`config.mk`:
```
export PLATFORM = sky130hd
export DESIGN_NAME = can_voice_frame_segmenter
export DESIGN_NICKNAME = d
export VERILOG_FILES = /design/src/rtl/core/cvfs_pkg.sv /design/src/rtl/core/cvfs_state.sv /design/src/rtl/core/can_voice_frame_segmenter.sv
export SDC_FILE = /design/constraint.sdc
export NUM_CORES = 1
export LEC_CHECK = 0
export ABC_AREA = 1
export BUFFER_PORTS_ARGS = -buffer_cell sky130_fd_sc_hd__buf_2
export CAP_MARGIN = 20
export CORE_MARGIN = 10
export CORE_UTILIZATION = 47
export DETAILED_ROUTE_END_ITERATION = 6
export GPL_ROUTABILITY_DRIVEN = 0
export GPL_TIMING_DRIVEN = 0
export PLACE_DENSITY = 0.8
export SYNTH_ARGS = -nofsm -noshare
export SYNTH_HDL_FRONTEND = slang
export SYNTH_HIERARCHICAL = 1
export SYNTH_SLANG_ARGS = --single-unit
```
`constraint.sdc`:
```
create_clock -name clk -period 12.3 [get_ports clk]
set_input_delay 0.615 -clock clk [delete_from_list [all_inputs] [get_ports clk]]
set_output_delay 0.615 -clock clk [all_outputs]
set_load 0.1 [all_outputs]
```
`src/rtl/core/cvfs_pkg.sv`:
```
`default_nettype none

package cvfs_pkg;

  // Input kinds
  localparam logic [1:0] KIND_RX   = 2'd0;
  localparam logic [1:0] KIND_TICK = 2'd1;
  localparam logic [1:0] KIND_SEND = 2'd2;

  // Segment tags as seen in received data byte 0
  localparam logic [7:0] RX_SEG_1 = 8'h01;
  localparam logic [7:0] RX_SEG_2 = 8'h02;
  localparam logic [7:0] RX_SEG_3 = 8'h03;

  // Segment tags of outgoing messages
  localparam logic [1:0] TX_SEG_1 = 2'd1;
  localparam logic [1:0] TX_SEG_2 = 2'd2;
  localparam logic [1:0] TX_SEG_3 = 2'd3;

  // Result kinds
  localparam logic RESULT_MSG   = 1'b0;
  localparam logic RESULT_FRAME = 1'b1;

  localparam logic [7:0] BROADCAST = 8'hFF;

  // Configuration register indexes
  localparam int unsigned CFG_IDX_W  = 1;
  localparam int unsigned CFG_DATA_W = 16;
  localparam logic [CFG_IDX_W-1:0] REG_NODE_ADDRESS    = 1'b0;
  localparam logic [CFG_IDX_W-1:0] REG_PEER_HOLD_TICKS = 1'b1;

  localparam logic [7:0]  NODE_ADDRESS_RST    = 8'd2;
  localparam logic [15:0] PEER_HOLD_TICKS_RST = 16'd3000;

  typedef struct packed {
    logic [1:0]  kind;
    logic [10:0] rx_sender_id;
    logic [7:0]  rx_segment;
    logic [55:0] rx_body;
    logic [55:0] tx_part_a;
    logic [55:0] tx_part_b;
    logic [47:0] tx_part_c;
    logic        talk_enabled;
  } in_t;

  typedef struct packed {
    logic        result_kind;
    logic [10:0] tx_sender_id;
    logic [1:0]  tx_segment;
    logic [55:0] tx_body;
    logic [55:0] frame_part_a;
    logic [55:0] frame_part_b;
    logic [47:0] frame_part_c;
    logic        last;
  } out_t;

  // Status from the link state block to the output stage
  typedef struct packed {
    logic        frame_hit;
    logic [7:0]  node_address;
    logic [7:0]  peer_address;
    logic [55:0] first_store;
    logic [55:0] second_store;
  } stat_t;

  // Outgoing CAN message beat
  function automatic out_t make_msg(logic [7:0] node, logic [1:0] tag,
                                    logic [55:0] body, logic last);
    out_t m;
    m              = '0;
    m.result_kind  = RESULT_MSG;
    m.tx_sender_id = {3'b000, node};
    m.tx_segment   = tag;
    m.tx_body      = body;
    m.last         = last;
    return m;
  endfunction

endpackage

`default_nettype wire

```
`src/rtl/core/cvfs_state.sv`:
```
`default_nettype none

module cvfs_state (
  input  wire logic                             clk,
  input  wire logic                             rst_n,
  input  wire logic                             beat_valid,
  input  wire cvfs_pkg::in_t                    beat,
  input  wire logic                             cfg_we,
  input  wire logic [cvfs_pkg::CFG_IDX_W-1:0]  cfg_index,
  input  wire logic [cvfs_pkg::CFG_DATA_W-1:0] cfg_wdata,
  output cvfs_pkg::stat_t                       stat
);

  logic [7:0]  node_address_r, node_address_nxt;
  logic [15:0] hold_ticks_r, hold_ticks_nxt;
  logic [55:0] first_store_r, first_store_nxt;
  logic [55:0] second_store_r, second_store_nxt;
  logic [7:0]  peer_r, peer_nxt;
  logic [15:0] hold_cnt_r, hold_cnt_nxt;
  logic [7:0]  dest;
  logic        seg3;
  logic        directed;
  logic        bcast;

  // Segment 3 destination match
  assign dest     = beat.rx_body[55:48];
  assign seg3     = beat_valid && (beat.kind == cvfs_pkg::KIND_RX) &&
                    (beat.rx_segment == cvfs_pkg::RX_SEG_3);
  assign directed = seg3 && (dest == node_address_r);
  assign bcast    = seg3 && !directed && (dest == cvfs_pkg::BROADCAST);

  // Config writes
  always_comb begin
    node_address_nxt = node_address_r;
    hold_ticks_nxt   = hold_ticks_r;
    if (cfg_we) begin
      unique case (cfg_index)
        cvfs_pkg::REG_NODE_ADDRESS:    node_address_nxt = cfg_wdata[7:0];
        cvfs_pkg::REG_PEER_HOLD_TICKS: hold_ticks_nxt   = cfg_wdata;
        default: ;
      endcase
    end
  end

  // Stores, peer and hold timer
  always_comb begin
    first_store_nxt  = first_store_r;
    second_store_nxt = second_store_r;
    peer_nxt         = peer_r;
    hold_cnt_nxt     = hold_cnt_r;
    if (beat_valid && (beat.kind == cvfs_pkg::KIND_RX)) begin
      if (beat.rx_segment == cvfs_pkg::RX_SEG_1) begin
        first_store_nxt = beat.rx_body;
      end
      if (beat.rx_segment == cvfs_pkg::RX_SEG_2) begin
        second_store_nxt = beat.rx_body;
      end
    end
    if (directed) begin
      peer_nxt     = beat.rx_sender_id[7:0];
      hold_cnt_nxt = hold_ticks_r;
    end else if (bcast) begin
      peer_nxt = cvfs_pkg::BROADCAST;
    end
    if (beat_valid && (beat.kind == cvfs_pkg::KIND_TICK)) begin
      if (hold_cnt_r != 16'd0) begin
        hold_cnt_nxt = hold_cnt_r - 16'd1;
      end else begin
        peer_nxt = cvfs_pkg::BROADCAST;
      end
    end
  end

  always_ff @(posedge clk) begin
    if (!rst_n) begin
      node_address_r <= cvfs_pkg::NODE_ADDRESS_RST;
      hold_ticks_r   <= cvfs_pkg::PEER_HOLD_TICKS_RST;
      first_store_r  <= '0;
      second_store_r <= '0;
      peer_r         <= cvfs_pkg::BROADCAST;
      hold_cnt_r     <= '0;
    end else begin
      node_address_r <= node_address_nxt;
      hold_ticks_r   <= hold_ticks_nxt;
      first_store_r  <= first_store_nxt;
      second_store_r <= second_store_nxt;
      peer_r         <= peer_nxt;
      hold_cnt_r     <= hold_cnt_nxt;
    end
  end

  assign stat.frame_hit    = directed || bcast;
  assign stat.node_address = node_address_r;
  assign stat.peer_address = peer_r;
  assign stat.first_store  = first_store_r;
  assign stat.second_store = second_store_r;

endmodule

`default_nettype wire

```
`src/rtl/core/can_voice_frame_segmenter.sv`:
```
`default_nettype none
// The first result beat for an input appears on out_* the cycle after it is accepted.
// A send beat with talk on issues three result beats in turn, one per CAN segment;
// every other input beat issues at most one.
// Input is held off while segments 2 and 3 of a send are still being issued.
// Reset (synchronous, rst_n low): registers to defaults, stores cleared, peer broadcast.

module can_voice_frame_segmenter (
  input  wire logic                             clk,
  input  wire logic                             rst_n,
  input  wire logic                             in_valid,
  output logic                                  in_ready,
  input  wire cvfs_pkg::in_t                    in_data,
  output logic                                  out_valid,
  input  wire logic                             out_ready,
  output cvfs_pkg::out_t                        out_data,
  input  wire logic                             cfg_we,
  input  wire logic [cvfs_pkg::CFG_IDX_W-1:0]  cfg_index,
  input  wire logic [cvfs_pkg::CFG_DATA_W-1:0] cfg_wdata
);

  cvfs_pkg::stat_t stat;
  cvfs_pkg::out_t  out_r, out_nxt;
  logic            out_valid_r, out_valid_nxt;
  logic            pend_r, pend_nxt;
  logic [1:0]      pend_tag_r, pend_tag_nxt;
  logic [55:0]     pend_b_r, pend_b_nxt;
  logic [55:0]     pend_c_r, pend_c_nxt;
  logic            can_load;
  logic            in_beat;
  logic            send_go;

  assign can_load = !out_valid_r || out_ready;
  assign in_ready = can_load && !pend_r;
  assign in_beat  = in_valid && in_ready;
  assign send_go  = in_beat && (in_data.kind == cvfs_pkg::KIND_SEND) && in_data.talk_enabled;

  cvfs_state u_state (
    .clk        (clk),
    .rst_n      (rst_n),
    .beat_valid (in_beat),
    .beat       (in_data),
    .cfg_we     (cfg_we),
    .cfg_index  (cfg_index),
    .cfg_wdata  (cfg_wdata),
    .stat       (stat)
  );

  // Output register load: pending segments first, then new beats
  always_comb begin
    out_nxt       = out_r;
    out_valid_nxt = out_valid_r;
    pend_nxt      = pend_r;
    pend_tag_nxt  = pend_tag_r;
    pend_b_nxt    = pend_b_r;
    pend_c_nxt    = pend_c_r;
    if (can_load) begin
      out_valid_nxt = 1'b0;
      if (pend_r) begin
        out_valid_nxt = 1'b1;
        if (pend_tag_r == cvfs_pkg::TX_SEG_2) begin
          out_nxt      = cvfs_pkg::make_msg(stat.node_address, cvfs_pkg::TX_SEG_2,
                                            pend_b_r, 1'b0);
          pend_tag_nxt = cvfs_pkg::TX_SEG_3;
        end else begin
          out_nxt  = cvfs_pkg::make_msg(stat.node_address, cvfs_pkg::TX_SEG_3,
                                        pend_c_r, 1'b1);
          pend_nxt = 1'b0;
        end
      end else if (send_go) begin
        out_valid_nxt = 1'b1;
        out_nxt       = cvfs_pkg::make_msg(stat.node_address, cvfs_pkg::TX_SEG_1,
                                           in_data.tx_part_a, 1'b0);
        pend_nxt      = 1'b1;
        pend_tag_nxt  = cvfs_pkg::TX_SEG_2;
        pend_b_nxt    = in_data.tx_part_b;
        pend_c_nxt    = {stat.peer_address, in_data.tx_part_c};
      end else if (stat.frame_hit) begin
        out_valid_nxt        = 1'b1;
        out_nxt              = '0;
        out_nxt.result_kind  = cvfs_pkg::RESULT_FRAME;
        out_nxt.frame_part_a = stat.first_store;
        out_nxt.frame_part_b = stat.second_store;
        out_nxt.frame_part_c = in_data.rx_body[47:0];
        out_nxt.last         = 1'b1;
      end
    end
  end

  // Control state
  always_ff @(posedge clk) begin
    if (!rst_n) begin
      out_valid_r <= 1'b0;
      pend_r      <= 1'b0;
      pend_tag_r  <= cvfs_pkg::TX_SEG_2;
    end else begin
      out_valid_r <= out_valid_nxt;
      pend_r      <= pend_nxt;
      pend_tag_r  <= pend_tag_nxt;
    end
  end

  // Payload
  always_ff @(posedge clk) begin
    out_r    <= out_nxt;
    pend_b_r <= pend_b_nxt;
    pend_c_r <= pend_c_nxt;
  end

  assign out_valid = out_valid_r;
  assign out_data  = out_r;

endmodule

`default_nettype wire

```
==> impl_metrics.py <==
metrics = {
    "outcome": {
        "run_status": "finished clean",
    },
    "worst_setup_path": {
        "cpMostUsedCell": "buf_12",
        "start_kind": "flop",
        "arrival_ns": 4.34,
        "reg2reg_to": "out_data[3]$_SDFFCE_PP0P_",
        "r2r_start": "pend_r$_SDFFE_PN0N_",
        "r2r_cells": 17,
        "crit_chain": "buf_4 > inv_2 > nand3_4 > inv_1 > nand2_1 > nor2_2 > nand3_1 > nor2_1 > nand2_1 > inv_1 > nor2_1 > a21oi_4 > buf_16 > buf_12 > buf_16 > buf_12 > buf_12",
        "worst_path_largest_cell_delay_ns": 0.64,
        "crit_required_ns": 12.58,
        "rrSetupSlack_ns": 8.24,
        "crit_path_end_kind": "flop",
        "critPathBufInv": 9,
        "cp_max_fo": 33,
        "cp_top_family": "buffers and inverters",
        "path_class": "reg2reg",
        "slowest_stage": "a21oi_4",
    },
    "placement": {
        "io_buffers": 486,
        "dp_slack_ns": 7.93,
        "dp_cells": 2894,
        "dpl.hpwl_um": 44500,
    },
    "yosys": {
        "yosysTopAreaCell": "edfxtp_1",
        "async_reset_ff_share_pct": 0,
        "synth_cell_type_count": 37,
        "synth-edff-count": 340,
        "synth_top_cell_area_share_pct": 51.7,
        "seq_area_frac_synth_pct": 68.3,
        "synth-seq-cells": 503,
        "synth_area_mm2": 0.0197,
        "synth_ff_type": "edfxtp_1",
        "synth_area_leaders": "edfxtp_1 52%, dfxtp_1 17%, nor2_1 5.0%, inv_1 4.8%, nand2_1 4.3%",
        "syn_area_per_cell_um2": 10.6,
        "synth.most_common_cell": "edfxtp_1",
        "synth.top_cells.by_count": "340 x edfxtp_1, 262 x nor2_1, 252 x inv_1",
        "syn_inst": 1857,
        "synth_warnings": 6,
    },
    "detailed_routing": {
        "ant_nets": 0,
        "drt_iter0_markers": 1752,
        "wl_per_cell_um": 19.8,
        "avgViaCountPerCell": 5.12,
        "first_pass_iters": 6,
        "drc": 0,
        "vias": 15400,
        "wl_um": 59500,
    },
    "power_and_ir_drop": {
        "peakVddDrop_v": 0.000108,
        "pwr-share-clk_pct": 40.0,
        "sw_frac_of_total_pct": 25.7,
        "power.leakage_nw": 10.5,
        "intPower_w": 0.00284,
        "p_seq_share_pct": 48.8,
        "comb_power_share_pct": 11.2,
        "power.total_w": 0.00382,
        "p_sw_w": 0.000982,
        "powerDensity_mw_per_mm2": 154,
    },
    "layout": {
        "layout-drive-gt1-share_pct": 30.6,
        "nets": 2668,
        "utilization_pct": 59.4,
        "syn_to_final_growth_pct": 25.6,
        "layoutNonFillerInstCount": 3002,
    },
    "timing": {
        "fin_skew_ns": 0.0205,
        "slew_viol_final": 0,
        "max_freq_mhz": 246,
        "finalHoldViolCount": 0,
        "setup_ws_ns": 8.24,
        "setup_viol": 0,
        "tightest_slew_ns": 0.994,
        "min_period_over_period_pct": 33.0,
        "rsz0062_at_grt": "no",
        "relSlewSlack_pct": 33.8,
        "finalCriticalPeriod_ns": 4.06,
        "setup_tns_ns": 0,
    },
    "global_route": {
        "top_usage_layer": "met2",
        "track_usage_pct": 22.7,
        "use_met3_pct": 5.32,
        "grt_pass1_wl_um": 88400,
        "antenna_found_initial": 12,
        "overflow": 0,
        "grt_max_degree": 84,
        "grt_pass1_vias": 15000,
        "met1_usage_pct": 26.6,
        "grt.met2_usage_pct": 39.4,
    },
    "die": {
        "dieHeight_um": 225,
        "die_w_um": 225,
        "rows": 75,
        "ios": 493,
        "initial_core_util_pct": 47.3,
        "coreArea_mm2": 0.0418,
        "die_area_mm2": 0.0506,
    },
    "clock_tree": {
        "htree_levels": 2,
        "clock-sinks": 503,
        "path_clk_slew_ns": 0.06,
        "post-cts-setup-buffers": 0,
        "cts_resized": 0,
        "worstSkewPairLatency_ns": 0.59,
        "cts-root-buf": "clkbuf_16",
        "numCtsBuffers": 50,
        "cts_tree": "yes",
        "clock_path_buffers": 3,
        "hold_buffers": 0,
    },
    "worst_hold_path": {
        "min_delay_path_depth": 1,
        "hold_class": "in2reg",
        "min_to": "pend_c_r[40]$_DFFE_PP_",
        "worstHoldStart": "in_data[41]",
    },
    "flow_run": {
        "drv_cap": 0,
    },
}
## metrics by stage
| step | instance area, µm² | hold WS [ns] |
|---|---|---|
| after floorplan | 19700 | 0.408 |
| after global placement | 22900 | 0.413 |
| after detailed placement | 23100 | 0.416 |
| after CTS | 24800 | 0.158 |
| after global routing | 24800 | 0.172 |
| final | 24800 | 0.198 |
## layout make-up
cell class                 instances  area [µm²]
antenna                           15        37.5
clock buffer                      61        1340
tap                              539         674
timing repair buffer             496        2670
buffer                            94         531
sequential                       503       13500
inverter                         264         991
clock inverter                    32         313
fill                            3226       17000
multi-input combinational        998        4770
## layout by cell type, fill, tap and decap left out, types with 4 or more instances in the layout
master | netlist | final
a211oi_1 | 14 | 14
a21oi_1 | 31 | 30
a22oi_1 | 28 | 28
buf_12 | 0 | 5
buf_16 | 0 | 5
buf_2 | 28 | 514
buf_4 | 9 | 8
buf_6 | 11 | 12
bufinv_16 | 0 | 5
clkbuf_1 | 42 | 49
clkbuf_16 | 0 | 51
clkinv_1 | 0 | 10
clkinv_2 | 0 | 8
clkinv_4 | 0 | 4
dfxtp_1 | 163 | 163
diode_2 | 0 | 15
edfxtp_1 | 340 | 340
inv_1 | 252 | 252
inv_2 | 12 | 12
nand2_1 | 228 | 228
nand2_2 | 4 | 4
nand3_1 | 116 | 116
nand4_1 | 7 | 7
nor2_1 | 262 | 262
nor2_2 | 105 | 105
nor3_1 | 88 | 88
o21ai_0 | 80 | 80
or2_0 | 8 | 8
xnor2_1 | 4 | 4
xor2_1 | 5 | 5
## power groups by stage
| stage | sequential (W) | combinational [W] | clock (W) |
|---|---|---|---|
| after floorplan | 0.00205 | 0.000151 | 0 |
| after global placement | 0.00191 | 0.000407 | 0 |
| after detailed placement | 0.00190 | 0.000425 | 0 |
| after CTS | 0.00186 | 0.000428 | 0.00155 |
| after global routing | 0.00187 | 0.000457 | 0.00161 |
| final | 0.00186 | 0.000428 | 0.00153 |
## sequential cells by signal, indices dropped and copies added, names as in the netlist
register / count
pend_r: 1
u_state/hold_cnt_r: 16
out_valid: 1
u_state/second_store_r: 56
u_state/first_store_r: 56
u_state/peer_r: 8
pend_c_r: 56
out_data: 228
u_state/node_address_r: 8
pend_b_r: 56
pend_tag_r: 1
u_state/hold_ticks_r: 16
## worst max-delay path by stage
stage	from	endpoint	slack, ns	cells past startpoint
floorplan	out_valid$_SDFFE_PN0N_	out_data[0]$_DFFE_PP_	3.66	11
global placement	out_ready	out_data[220]$_DFFE_PP_	0.66	13
detailed placement	out_ready	out_data[3]$_SDFFCE_PP0P_	7.93	18
CTS	pend_r$_SDFFE_PN0N_	out_data[59]$_SDFFCE_PP0P_	8.28	17
global route	pend_r$_SDFFE_PN0N_	out_data[58]$_SDFFCE_PP0P_	8.01	17
finish	pend_r$_SDFFE_PN0N_	out_data[3]$_SDFFCE_PP0P_	8.24	17
## logic make-up after synthesis
family,share of synthesized area (%)
and+or+nand+nor,18.9
DFF,68.3
buffers and inverters,7.69
AOI/OAI and AO/OA,4.67
xor gates and xnor gates,0.399
adders and majority gates,0.0634
other,0.0190
## routing by layer
metal / vias to the layer above / wire length (µm)
li1: 7202 / -
met1: 7340 / 21800
met2: 712 / 30100
met3: 120 / 5580
met4: 2 / 2010
met5: - / 13
(Power assumes the default switching activity.)
